`src/rtl/core/sbc_pkg.sv`:
```
package sbc_pkg;

    localparam int KEY_W     = 64;
    localparam int CNT_W     = 32;
    localparam int PFX_W     = 4;
    localparam int KIND_W    = 2;
    localparam int BYTE_W    = 8;
    localparam int KEY_BYTES = KEY_W / BYTE_W;

    // request kinds
    localparam logic [KIND_W-1:0] KIND_LOAD     = 2'd0;
    localparam logic [KIND_W-1:0] KIND_CLASSIFY = 2'd1;
    localparam logic [KIND_W-1:0] KIND_CLEAR    = 2'd2;

    typedef enum logic [2:0] {
        ST_IDLE,
        ST_EVAL,
        ST_SEARCH,
        ST_COUNT,
        ST_DONE
    } state_t;

    // per-cell controls from the sequencer
    typedef struct packed {
        logic wr;
        logic inc_even;
        logic inc_odd;
        logic clr;
    } cell_ctl_t;

    // per-cell registered compare results
    typedef struct packed {
        logic             le;
        logic             eq;
        logic [PFX_W-1:0] pfx;
    } cell_stat_t;

    // equal leading bytes, most significant byte first
    function automatic logic [PFX_W-1:0] lead_bytes(
        input logic [KEY_W-1:0] a,
        input logic [KEY_W-1:0] b
    );
        logic [KEY_W-1:0] diff;
        logic [PFX_W-1:0] n;
        logic             hit;
        diff = a ^ b;
        n    = '0;
        hit  = 1'b0;
        for (int i = 0; i < KEY_BYTES; i++)
        begin
            if (!hit && (diff[KEY_W-1-BYTE_W*i -: BYTE_W] == '0))
            begin
                n = n + 1'b1;
            end
            else
            begin
                hit = 1'b1;
            end
        end
        return n;
    endfunction

    // saturating count increment
    function automatic logic [CNT_W-1:0] sat_inc(input logic [CNT_W-1:0] c);
        return (&c) ? c : c + 1'b1;
    endfunction

endpackage

```
`src/rtl/core/sbc_cell.sv`:
```
module sbc_cell (
    input  logic                          clk,
    input  logic                          rst_n,
    input  logic [sbc_pkg::KEY_W-1:0]     key,
    input  logic [sbc_pkg::KEY_W-1:0]     left_split,
    input  sbc_pkg::cell_ctl_t            ctl,
    output logic [sbc_pkg::KEY_W-1:0]     split,
    output sbc_pkg::cell_stat_t           stat,
    output logic [sbc_pkg::CNT_W-1:0]     cnt_even,
    output logic [sbc_pkg::CNT_W-1:0]     cnt_odd
);
    import sbc_pkg::*;

    logic [KEY_W-1:0] split_reg;
    cell_stat_t       stat_reg;
    cell_stat_t       stat_next;
    logic [CNT_W-1:0] even_reg;
    logic [CNT_W-1:0] even_next;
    logic [CNT_W-1:0] odd_reg;
    logic [CNT_W-1:0] odd_next;

    // compare against own splitter; prefix against the left neighbor's
    always_comb
    begin
        stat_next.le  = (key <= split_reg);
        stat_next.eq  = (key == split_reg);
        stat_next.pfx = lead_bytes(left_split, key);
    end

    always_comb
    begin
        even_next = even_reg;
        odd_next  = odd_reg;
        if (ctl.clr)
        begin
            even_next = '0;
            odd_next  = '0;
        end
        else
        begin
            if (ctl.inc_even)
            begin
                even_next = sat_inc(even_reg);
            end
            if (ctl.inc_odd)
            begin
                odd_next = sat_inc(odd_reg);
            end
        end
    end

    always_ff @(posedge clk)
    begin
        if (ctl.wr)
        begin
            split_reg <= key;
        end
        stat_reg <= stat_next;
    end

    always_ff @(posedge clk or negedge rst_n)
    begin
        if (!rst_n)
        begin
            even_reg <= '0;
            odd_reg  <= '0;
        end
        else
        begin
            even_reg <= even_next;
            odd_reg  <= odd_next;
        end
    end

    assign split    = split_reg;
    assign stat     = stat_reg;
    assign cnt_even = even_reg;
    assign cnt_odd  = odd_reg;

endmodule

```
`config.mk`:
```
export PLATFORM = sky130hd
export DESIGN_NAME = sbc_cell
export DESIGN_NICKNAME = d
export VERILOG_FILES = /design/src/rtl/core/sbc_pkg.sv /design/src/rtl/core/sbc_cell.sv
export SDC_FILE = /design/constraint.sdc
export NUM_CORES = 1
export LEC_CHECK = 0
export ABC_AREA = 1
export BUFFER_PORTS_ARGS = -buffer_cell sky130_fd_sc_hd__buf_2
export CORE_MARGIN = 2
export CORE_UTILIZATION = 55
export DETAILED_ROUTE_END_ITERATION = 10
export PLACE_DENSITY = 0.87
export SETUP_SLACK_MARGIN = 0.4
export SLEW_MARGIN = 25
export SYNTH_ARGS = -nofsm -noshare
export SYNTH_HDL_FRONTEND = slang
export SYNTH_SLANG_ARGS = --single-unit
```
`constraint.sdc`:
```
create_clock -name clk -period 4.8 [get_ports clk]
set_clock_uncertainty 0.1 [all_clocks]
set_input_delay 0 -clock clk [delete_from_list [all_inputs] [get_ports clk]]
set_output_delay 0 -clock clk [all_outputs]
set_load 0.02 [all_outputs]
```
# Word-level counts from Yosys, hierarchy flattened
# Cells that the tools add are included.
classes:
  reduce_logical: 27
  eq_ne: 3
  order_cmp: 1
  muxes: 21
  addsub: 9
  n_bitwise: 1
op_table:
  columns: ["operator", "count"]
  rows:
  - ["32-bit 2-to-1 mux", 6]
  - ["32-bit by 1-bit adder with 32-bit output, second input constant", 2]
  - ["64-bit == test", 1]
  - ["64-bit less-or-equal comparator", 1]
  - ["8-bit zero test", 8]
  - ["32-bit AND reduction", 2]
  - ["64-bit bitwise XOR", 1]
  - ["4-bit by 1-bit adder with 4-bit output, second input constant", 6]
  - ["4-bit 2-to-1 mux", 6]
  - ["1-bit 2-to-1 mux", 8]
  - ["1-bit logical AND", 7]
  - ["1-bit zero test", 6]
  - ["2-bit != test, second input constant", 2]
  - ["2-bit AND reduction", 2]
  - ["2-bit nonzero test", 2]
  - ["1-bit by 1-bit adder with 2-bit output, second input constant", 1]
  - ["2-bit 2-to-1 mux", 1]
word_totals:
  regBits: 134
  elab_cells: 68
  input_bits: 134
  out_inout_bits: 134

# Logic depth before layout (Yosys ltp)
# Gate-level depths: netlist of run 1.
depth:
  depth_word: 22
  ltp_mapped: 23
  depth_no_buf: 23

# Least setup slack after synthesis of run 1
# Ideal clock, no wire load.
synth_timing:
  kind: "input to register"
  startpoint: "input key[57] (netlist name)"
  endpoint: "register stat_reg (netlist bit stat[2])"
  slack_ps: 2616
  setup_ps: 118
  arrival_ps: 1966
  required_ps: 4582
  cell_stages: 19
  path_cell_list: "nor2_1 nor2_1 nor2_1 nand2_1 inv_1 nand2_1 a21oi_1 ha_1 inv_1 nand2_1 nand2_1 inv_1 ha_1 nand2_1 nor2_1 nor2_2 ha_1 nand4_1 xnor2_1"
synth_rtl:
  columns: ["element", "line", "rtl"]
  rows:
  - ["from (decl)", "sbc_cell.sv:4", "input logic [sbc_pkg::KEY_W-1:0] key,"]
  - ["to (signal assigned)", "sbc_cell.sv:58", "stat_reg <= stat_next;"]
  - ["to (decl)", "sbc_cell.sv:15", "cell_stat_t stat_reg;"]

==> results.py, run 1 <==
metrics = {
    "status": {
        "status": "complete, no violations",
    },
    "sta": {
        "tns_ns": 0,
        "hold_viol": 0,
        "fin_crit_ns": 3.00,
        "grt_setup_unrepaired": "no",
        "setup_viol": 0,
        "slew-limit-headroom_pct": 38.2,
        "whs_ns": 0.0430,
        "worst_pin_slew_ns": 0.926,
        "slew_violations": 0,
        "max_freq_ghz": 0.333,
        "fin_crit_sh_pct": 62.6,
    },
    "setup_path": {
        "endpoint_kind": "flop",
        "start_kind": "primary input",
        "rr_startpoint": "cnt_odd[0]",
        "r2r_end": "cnt_odd[1]",
        "rrSetupSlack_ns": 2.27,
        "cp.arrival_ns": 3.22,
        "cp_data_required_time_ns": 5.01,
        "crit_fanout": 4,
        "worstRegToRegCells": 11,
        "critPathKind": "primary input to flop",
    },
    "synth": {
        "synthFlopType": "edfxtp_1",
        "synth_edf_count": 64,
        "synth_seq_cells": 134,
        "synthArstFlopShare_pct": 47.8,
        "ys_seq_area_share_pct": 39.5,
        "syn_area_per_cell_um2": 7.70,
        "yosysWarnings": 0,
        "synth_cell_types": 47,
        "syn-cell-area_um2": 9230,
        "syn_nets": 1402,
        "syn_inst": 1198,
    },
    "pwr": {
        "pwr-share-clk_pct": 41.1,
        "p_per_area_nw_per_um2": 265,
        "power_frac_seq_pct": 40.5,
        "combPwrFrac_pct": 18.4,
        "vdd_drop_max_mv": 0.241,
        "p_switching_mw": 0.913,
        "intPower_mw": 2.29,
        "power_leakage_nw": 6.02,
        "swShare_pct": 28.5,
    },
    "global_routing": {
        "grt_max_degree": 65,
        "grt_pass1_wl_um": 46100,
        "gr-usage-all-layers_pct": 32.3,
        "antenna_found_initial": 5,
        "grt_pass1_vias": 9527,
        "grt_overflow": 0,
    },
    "cts": {
        "cts_made_buffers": 17,
        "cts_tree": "yes",
        "postCtsHoldBufs": 68,
        "post_cts_buffers": 0,
        "cts.htree.levels": 4,
        "clkSlewWorstSetupHoldPaths_ns": 0.06,
        "cts-root-buf": "clkbuf_16",
        "clk-insertion-delay-late_ns": 0.42,
        "cts.path.max_buffers": 2,
        "cts_resized": 0,
        "cts_sinks": 134,
    },
    "floorplanning": {
        "die_y_um": 134,
        "num_rows": 47,
        "initial_utilization_pct": 56.0,
        "die-area_um2": 17800,
        "chipWidth_um": 134,
        "core-area_um2": 16500,
        "pin_count": 268,
    },
    "drt": {
        "vias_per_cell": 5.46,
        "drtIter0Drc": 615,
        "route.detailed.drc": 0,
        "antenna_left": 0,
        "wl_per_cell_um": 16.2,
        "wl_um": 28800,
        "num_vias": 9699,
        "drtPass1Iterations": 6,
    },
    "min_path": {
        "hold_class": "primary input to flop",
        "min_path_cells": 6,
        "hold_end": "stat[2]",
        "min-delay-start": "left_split[0]",
    },
    "place": {
        "place.gp.congestion": 0.924,
        "hpwl_um": 19600,
        "portBuffers": 267,
    },
    "run": {
        "drv_cap": 0,
    },
    "cells_and_area": {
        "fillers": 1151,
        "nets": 1744,
        "syn2layout_area_growth_pct": 30.8,
        "drive_gt1_share_pct": 21.0,
        "largest_reg_flops": 64,
    },
}
[cells in the final DEF (no fill, tap or decap), types with 3 or more instances in the layout]
master         instances
inv_4                  3
ha_1                  70
xnor2_1               38
clkinv_4               3
clkbuf_16             18
nand3_1               32
xor2_1                28
nor3_1                43
diode_2                5
dlygate4sd3_1         68
nor2_1                95
clkinv_2               4
buf_2                267
o21a_1                 4
o211ai_1               4
nor4_1                10
o31ai_1               31
inv_1                210
o21ai_0               28
clkinv_1               4
edfxtp_1              64
o21ai_1               16
nand2_1              315
buf_4                  3
inv_2                  7
a21oi_1               48
dfxtp_1                6
nand4_1               32
dfrtp_1               64
nor2_2                 3
[final cells by class]
| cell class | count | area (um2) | share of cell area [%] |
|---|---|---|---|
| timing repair buffer | 338 | 2040 | 16.9 |
| tap | 220 | 275 | 2.28 |
| multi-input combinational | 828 | 4680 | 38.8 |
| clock inverter | 12 | 125 | 1.04 |
| clock buffer | 20 | 458 | 3.80 |
| inverter | 221 | 830 | 6.88 |
| sequential | 134 | 3640 | 30.2 |
| antenna | 5 | 12.5 | 0.104 |
[power groups by stage]
stage | Clock [mW] | Combinational (mW) | Sequential (mW)
finish | 1.31 | 0.590 | 1.30
global route | 1.37 | 0.646 | 1.30
CTS | 1.32 | 0.565 | 1.29
detailed placement | 0 | 0.516 | 1.31
global placement | 0 | 0.495 | 1.31
floorplan | 0 | 0.234 | 1.37
[per-stage QoR]
step	instance area [um2]	power, mW	util [%]	worst slack [ns]	instances
2_1_floorplan	9230	1.61	-	2.62	1198
3_3_place_gp	10800	1.81	65.5	2.15	1673
3_5_place_dp	10800	1.83	65.5	2.11	1673
4_1_cts	12100	3.17	73.2	1.98	1773
5_1_grt	12100	3.31	73.2	1.67	1777
6_report	12100	3.20	73.3	1.80	1778
[kinds of logic after synthesis]
kind of cell    after synthesis  synth area share (%)
buf+inv                     236                  9.78
fa+ha+maj                    70                  9.49
compound gates              141                  9.02
flops                       134                  39.5
xor+xnor                     66                  6.27
simple gates                551                  25.9
[cell usage after synthesis, types with 3 or more instances]
cell      instances  area share [%]
a21oi_1          48             2.6
buf_2             7            0.38
clkbuf_1          6            0.24
clkinv_1          4            0.16
dfrtp_1          64              17
dfxtp_1           6             1.3
edfxtp_1         64              21
ha_1             70             9.5
inv_1           210             8.5
inv_2             7            0.28
nand2_1         315              13
nand3_1          32             1.7
nand4_1          32             2.2
nor2_1           95             3.9
nor2_2            3            0.20
nor3_1           43             2.3
nor4_1           10            0.68
o211ai_1          4            0.33
o21a_1            4            0.33
o21ai_0          28             1.5
o21ai_1          16            0.87
o31ai_1          31             2.5
xnor2_1          38             3.6
xor2_1           28             2.7
[how the worst max path moves through the flow]
stage,end,slack (ns),from,cells after the start
floorplan,stat[2],2.62,key[57],19
global placement,cnt_odd[10],2.15,ctl[0],8
detailed placement,stat[2],2.11,key[57],20
CTS,stat[2],1.98,key[57],21
global route,stat[2],1.67,key[61],21
finish,stat[2],1.80,key[56],22
[metal layers]
layer / GRT usage [%] / vias up / routed length (um)
met3: 8.37 / 130 / 2420
met2: 55.9 / 503 / 14100
met4: 17.8 / 0 / 1380
met5: 0 / - / 0
li1: - / 4595 / -
met1: 36.5 / 4471 / 10900
[worst max-delay path, stage by stage]
cell and delay [ns]:
dlygate4sd3_1 0.55, buf_2 0.16, inv_1 0.07, nand2_1 0.06
nand2_1 0.05, nor2_1 0.14, nand2_1 0.10, inv_1 0.08
nand2_1 0.11, a21oi_1 0.23, ha_1 0.27, inv_1 0.05
nand2_1 0.04, nand2_1 0.13, inv_1 0.07, ha_1 0.31
nand2_1 0.08, nor2_1 0.04, nor2_2 0.20, ha_1 0.17
nand4_1 0.10, xnor2_1 0.17
Note: power is estimated with default switching activity, not from simulation.
==> run 2, diff against run 1 <==
--- a/config.mk
+++ b/config.mk
@@ -8,9 +8,9 @@
 export ABC_AREA = 1
 export BUFFER_PORTS_ARGS = -buffer_cell sky130_fd_sc_hd__buf_2
 export CORE_MARGIN = 2
-export CORE_UTILIZATION = 55
+export CORE_UTILIZATION = 48
 export DETAILED_ROUTE_END_ITERATION = 10
-export PLACE_DENSITY = 0.87
+export PLACE_DENSITY = 0.81
 export SETUP_SLACK_MARGIN = 0.4
 export SLEW_MARGIN = 25
 export SYNTH_ARGS = -nofsm -noshare
==> constraint.sdc (replaced) <==
create_clock -name clk -period 2.5 [get_ports clk]
set_clock_uncertainty 0.1 [all_clocks]
set_input_delay 0 -clock clk [delete_from_list [all_inputs] [get_ports clk]]
set_output_delay 0 -clock clk [all_outputs]
set_load 0.02 [all_outputs]
==> run 2 against run 1 <==
Cell area up 5.7%. Final cell count rose by 2.1%. Sequential power is 91% higher. Critical endpoint is now stat[5]. Largest cell class unchanged. Highest routed layer is now met5.
==> results.py, run 2 (synthesized netlist as in run 1, its figures left out) <==
metrics = {
    "sta": {
        "grt_setup_unrepaired": "yes",
        "timing.final.ws_setup_ns": 0.374,
        "slew_violations": 0,
        "slew-limit-headroom_pct": 51.2,
        "setup_viol": 0,
        "worst_pin_slew_ns": 0.732,
        "fin_crit_sh_pct": 85.0,
        "hold_viol": 0,
        "fin_crit_ns": 2.13,
        "tns_ns": 0,
        "max_freq_ghz": 0.470,
    },
    "cts": {
        "cts_tree": "yes",
        "clkSlewWorstSetupHoldPaths_ns": 0.06,
        "cts.htree.levels": 4,
        "cts-root-buf": "clkbuf_16",
        "cts.path.max_buffers": 2,
        "cts_sinks": 134,
        "clk-insertion-delay-late_ns": 0.42,
        "cts_made_buffers": 17,
    },
    "pwr": {
        "power_frac_seq_pct": 40.1,
        "p_total_mw": 6.19,
        "pwr-share-clk_pct": 40.2,
        "power_leakage_nw": 6.21,
        "combPwrFrac_pct": 19.7,
        "p_per_area_nw_per_um2": 486,
        "p_switching_mw": 1.81,
        "swShare_pct": 29.2,
        "vdd_drop_max_mv": 0.458,
        "intPower_mw": 4.39,
    },
    "setup_path": {
        "cp.arrival_ns": 2.40,
        "cp_data_required_time_ns": 2.77,
        "crit_fanout": 2,
        "endpoint_kind": "flop",
        "worstRegToRegCells": 9,
        "critPathSlowestCell": "edfxtp_1",
        "start_kind": "flop",
        "crit_path_cell_trace": "inv_2, ha_4, nand2_4, nor2_4, nand4_1, nor4_4, nand3_2, or3_1, nand2_1",
        "slowest_delay_ns": 0.38,
        "critPathKind": "flop to flop",
    },
    "cells_and_area": {
        "seqCellArea_um2": 3650,
        "mostFrequentLayoutCell": "nand2_1",
        "drive_gt1_share_pct": 27.3,
        "largest_reg_flops": 64,
        "fillers": 1417,
        "fin_cells": 1816,
        "syn2layout_area_growth_pct": 38.2,
        "multi_input_area_um2": 5010,
        "mostFrequentLayoutCells": "nand2_1, buf_2, inv_1",
        "postLayoutCellArea_um2": 12800,
        "nets": 1770,
    },
    "global_routing": {
        "use_met1_pct": 30.5,
        "gr-usage-all-layers_pct": 27.0,
        "grt_max_degree": 65,
        "grt_pass1_vias": 9217,
        "antenna_found_initial": 3,
        "grt_util_met2_pct": 48.3,
        "grt-busiest-layer": "met2",
        "global_route.usage.met3_pct": 6.84,
        "grt_pass1_wl_um": 43700,
        "grt_overflow": 0,
    },
    "place": {
        "place.gp.congestion": 0.915,
        "hpwl_um": 20300,
        "place_ws_ns": 0.00623,
        "dpl_cell_area_um2": 10900,
        "portBuffers": 267,
        "dp_cells": 1694,
    },
    "floorplanning": {
        "pin_count": 268,
        "num_rows": 50,
        "die-area_um2": 20300,
        "core-area_um2": 18800,
        "chipWidth_um": 143,
        "initial_utilization_pct": 49.2,
        "die_y_um": 143,
    },
    "status": {
        "status": "complete, no violations",
    },
    "drt": {
        "drtPass1Iterations": 6,
        "wl_per_cell_um": 16.3,
        "vias_per_cell": 5.32,
        "drtIter0Drc": 526,
        "wl_um": 29600,
        "antenna_left": 0,
        "num_vias": 9659,
        "route.detailed.drc": 0,
    },
    "run": {
        "drv_cap": 0,
    },
    "min_path": {
        "min_path_cells": 6,
        "hold_class": "primary input to flop",
    },
}
==> run 2: cell count changes in the layout (fill, tap and decap cells not counted), moves of 15 or more <==
cell,previous run,this run
buf_4,3,27
nor2_1,95,78
nand2_1,315,291
buf_6,0,15
nand2_2,2,23
buf_2,267,248
==> run 2: layout make-up <==
cell class | instances | share of cell area [%]
flip-flops and latches | 134 | 28.6
repair buffers | 363 | 18.6
clock buffers | 19 | 3.64
well taps | 234 | 2.30
diodes | 3 | 0.0589
inverters | 221 | 6.54
clock inverters | 13 | 0.932
multi-input cells | 829 | 39.3
==> run 2: critical path: cells and delay by family, from the launching register on <==
kind | cells | cell delay [ns]
adder cells (fa/ha/maj) | 1 | 0.27
AND/OR/NAND/NOR | 7 | 1.25
flip-flops | 1 | 0.38
buffers and inverters | 1 | 0.07
==> run 2: power groups by stage <==
stage / logic (mW) / registers, mW / clock network [mW]
finish: 1.22 / 2.48 / 2.49
global route: 1.35 / 2.49 / 2.64
CTS: 1.10 / 2.48 / 2.53
detailed placement: 1.00 / 2.52 / 0
global placement: 0.968 / 2.51 / 0
floorplan: 0.450 / 2.64 / 0
==> run 2: repair_timing <==
action | in CTS | in global routing
cloned | 0 | 1
hold buffers | 70 | 0
pin swaps | 0 | 56
hold endpoints to repair | 121 | 0
buffers inserted | 0 | 16
gates resized for setup | 4 | 118
endpoints found under the setup margin | 18 | 56
==> run 2: worst paths after layout <==
check / slack, ns / end / startpoint
max: 0.37 / stat[5] / split[30]
max in group asynchronous: 1.50 / cnt_odd[25] / rst_n
min reg2reg: 0.43 / cnt_even[8] / cnt_even[8]
min in group asynchronous: 0.07 / cnt_odd[10] / rst_n
min: 0.008 / stat[1] / left_split[1]
max reg2reg: 0.37 / stat[5] / split[30]
==> run 2: metrics by stage <==
stage	utilization (%)	hold WS, ns
final	68.0	0.00757
after global routing	67.9	0.0299
after CTS	64.9	0.00901
after detailed placement	58.0	-0.0133
after global placement	58.0	-0.0159
after floorplan	-	-0.396
==> run 2: metal layers <==
| metal | vias to the layer above | share of wire [%] |
|---|---|---|
| met2 | 449 | 50 |
| met4 | 2 | 4.0 |
| met5 | - | 0.044 |
| met3 | 107 | 8.6 |
| met1 | 4453 | 37 |
| li1 | 4648 | - |
==> run 3, diff against run 2 <==
--- a/config.mk
+++ b/config.mk
@@ -10,7 +10,7 @@
 export CORE_MARGIN = 2
 export CORE_UTILIZATION = 48
 export DETAILED_ROUTE_END_ITERATION = 10
-export PLACE_DENSITY = 0.81
+export PLACE_DENSITY = 0.77
 export SETUP_SLACK_MARGIN = 0.4
 export SLEW_MARGIN = 25
 export SYNTH_ARGS = -nofsm -noshare
==> run 3 against run 2 <==
Clock power increased by 4%. Final cell count fell by 0.28%. Die area unchanged. Register-to-register slack improved by 0.03 ns. First-iteration DRC count fell by 10%. Setup slack better by 0.034 ns. Clock-buffer cell count stayed put. Sequential share of layout area increased by 0.51 points. Cell area down 1.7%.
==> results.py, run 3 (synthesized netlist as in run 1, its figures left out) <==
metrics = {
    "status": {
        "status": "complete, no violations",
    },
    "cells_and_area": {
        "mostFrequentLayoutCell": "nand2_1",
        "multi_input_area_um2": 4880,
        "nets": 1764,
        "mostFrequentLayoutCells": "nand2_1, buf_2, inv_1",
        "syn2layout_area_growth_pct": 35.8,
        "largest_reg_flops": 64,
        "seqCellArea_um2": 3650,
        "fin_util_pct": 66.8,
        "drive_gt1_share_pct": 24.7,
        "fillers": 1482,
    },
    "setup_path": {
        "start_kind": "flop",
        "critPathKind": "flop to flop",
        "path_delay_family": "simple AND/OR/NAND/NOR gates",
        "rr_startpoint": "split[29]",
        "crit_path_cell_trace": "inv_1, ha_1, nand2_1, nor2_2, nand4_1, nor4_4, nand3_2, or3_1, nand2_1",
        "endpoint_kind": "flop",
        "critical_path.startpoint": "split[29]",
        "cp_common_cell": "nand2_1",
        "slowest_delay_ns": 0.34,
        "critPathBufInv": 1,
        "r2r_end": "stat[5]",
        "timing.critical_path.depth": 9,
        "cp_data_required_time_ns": 2.77,
        "worstRegToRegCells": 9,
        "critPathSlowestCell": "or3_1",
        "rrSetupSlack_ns": 0.41,
        "crit_end": "stat[5]",
        "cp.arrival_ns": 2.36,
        "crit_fanout": 2,
    },
    "global_routing": {
        "grt_max_degree": 65,
        "grt_overflow": 0,
        "gr-usage-all-layers_pct": 25.9,
        "grt_pass1_wl_um": 41700,
        "grt_pass1_vias": 8879,
        "antenna_found_initial": 7,
    },
    "place": {
        "portBuffers": 267,
        "hpwl_um": 19700,
        "place.gp.congestion": 0.925,
    },
    "sta": {
        "worst_pin_slew_ns": 0.507,
        "fin_crit_ns": 2.09,
        "fin_crit_sh_pct": 83.7,
        "max_freq_ghz": 0.478,
        "setup_viol": 0,
        "slew-limit-headroom_pct": 65.9,
        "tns_ns": 0,
        "grt_setup_unrepaired": "yes",
        "hold_viol": 0,
        "slew_violations": 0,
    },
    "drt": {
        "wl_met1_um": 10900,
        "drtIter0Drc": 473,
        "num_vias": 9288,
        "top_layer": "met5",
        "vias_per_cell": 5.13,
        "antenna_left": 0,
        "wl_um": 27100,
        "route.detailed.drc": 0,
        "met3_length_um": 2090,
        "drtPass1Iterations": 7,
        "wl_per_cell_um": 15.0,
        "wl_met2_um": 13300,
    },
    "pwr": {
        "power_leakage_nw": 6.17,
        "p_total_mw": 6.21,
        "p_per_area_nw_per_um2": 495,
        "vdd_drop_max_mv": 0.454,
    },
    "floorplanning": {
        "initial_utilization_pct": 49.2,
        "die-area_um2": 20300,
        "core-area_um2": 18800,
        "num_rows": 50,
        "die_y_um": 143,
        "pin_count": 268,
        "chipWidth_um": 143,
    },
    "run": {
        "drv_cap": 0,
    },
    "cts": {
        "cts_made_buffers": 17,
        "cts_tree": "yes",
        "cts_sinks": 134,
        "cts.htree.levels": 4,
        "cts-root-buf": "clkbuf_16",
        "clkSlewWorstSetupHoldPaths_ns": 0.06,
        "clk-insertion-delay-late_ns": 0.42,
        "cts.path.max_buffers": 2,
    },
    "min_path": {
        "hold_class": "primary input to async pin",
    },
}
-- run 3: changes by cell type in the layout (fill, tap and decap cells not counted), moves of 5 or more --
| cell | before | now |
|---|---|---|
| buf_2 | 248 | 263 |
| buf_4 | 27 | 20 |
| buf_6 | 15 | 1 |
| clkinv_1 | 2 | 7 |
| inv_1 | 199 | 204 |
| inv_2 | 18 | 12 |
| nand2_1 | 291 | 305 |
| nand2_2 | 23 | 9 |
-- run 3: per-stage QoR --
stage                     setup slack, ns  area (um2)  hold slack [ns]  std cells
after floorplan                     0.353        9230           -0.396       1198
after global placement              0.111       10900          -0.0575       1692
after detailed placement           0.0188       10900          -0.0564       1692
after CTS                           0.393       12200          0.00982       1794
after global routing                0.226       12500           0.0194       1810
final                               0.408       12500          0.00658       1811
-- run 3: layer usage --
metal | global-route usage [%] | up-vias
met5 | 0 | -
met4 | 9.90 | 6
met3 | 7.61 | 67
met2 | 44.7 | 337
met1 | 30.4 | 4236
li1 | - | 4642
-- run 3: worst min-delay path by stage --
stage / endpoint / slack, ns
final: cnt_odd[6] / 0.007
after global routing: split[58] / 0.02
after CTS: stat[1] / 0.01
after detailed placement: cnt_odd[13] / -0.06
after global placement: cnt_odd[12] / -0.06
after floorplan: cnt_even[0] / -0.40
-- run 3: layout make-up --
cell class | instances | share of cell area [%]
inverters | 221 | 6.64
repair buffers | 358 | 18.1
clock buffers | 19 | 3.62
multi-input cells | 828 | 38.9
flip-flops and latches | 134 | 29.1
diodes | 4 | 0.0799
well taps | 234 | 2.34
clock inverters | 13 | 1.22
-- run 3: timing repair --
action,CTS,global route
buffers inserted,0,12
hold endpoints to repair,157,0
resized for setup,5,57
pin swaps,1,33
gates cloned,0,1
hold buffers,70,0
setup endpoints to repair,33,57
-- run 3: worst register-to-register path, stage by stage (launching register included) --
cell	delay (ns)
edfxtp_1	0.33
inv_1	0.04
ha_1	0.28
nand2_1	0.07
nor2_2	0.13
nand4_1	0.20
nor4_4	0.32
nand3_2	0.17
or3_1	0.34
nand2_1	0.06
-- run 3: power breakdown --
| part | switching [mW] | internal (mW) | total [mW] |
|---|---|---|---|
| registers | 0.0506 | 2.42 | 2.47 |
| logic | 0.673 | 0.468 | 1.14 |
| clock network | 0.976 | 1.62 | 2.60 |
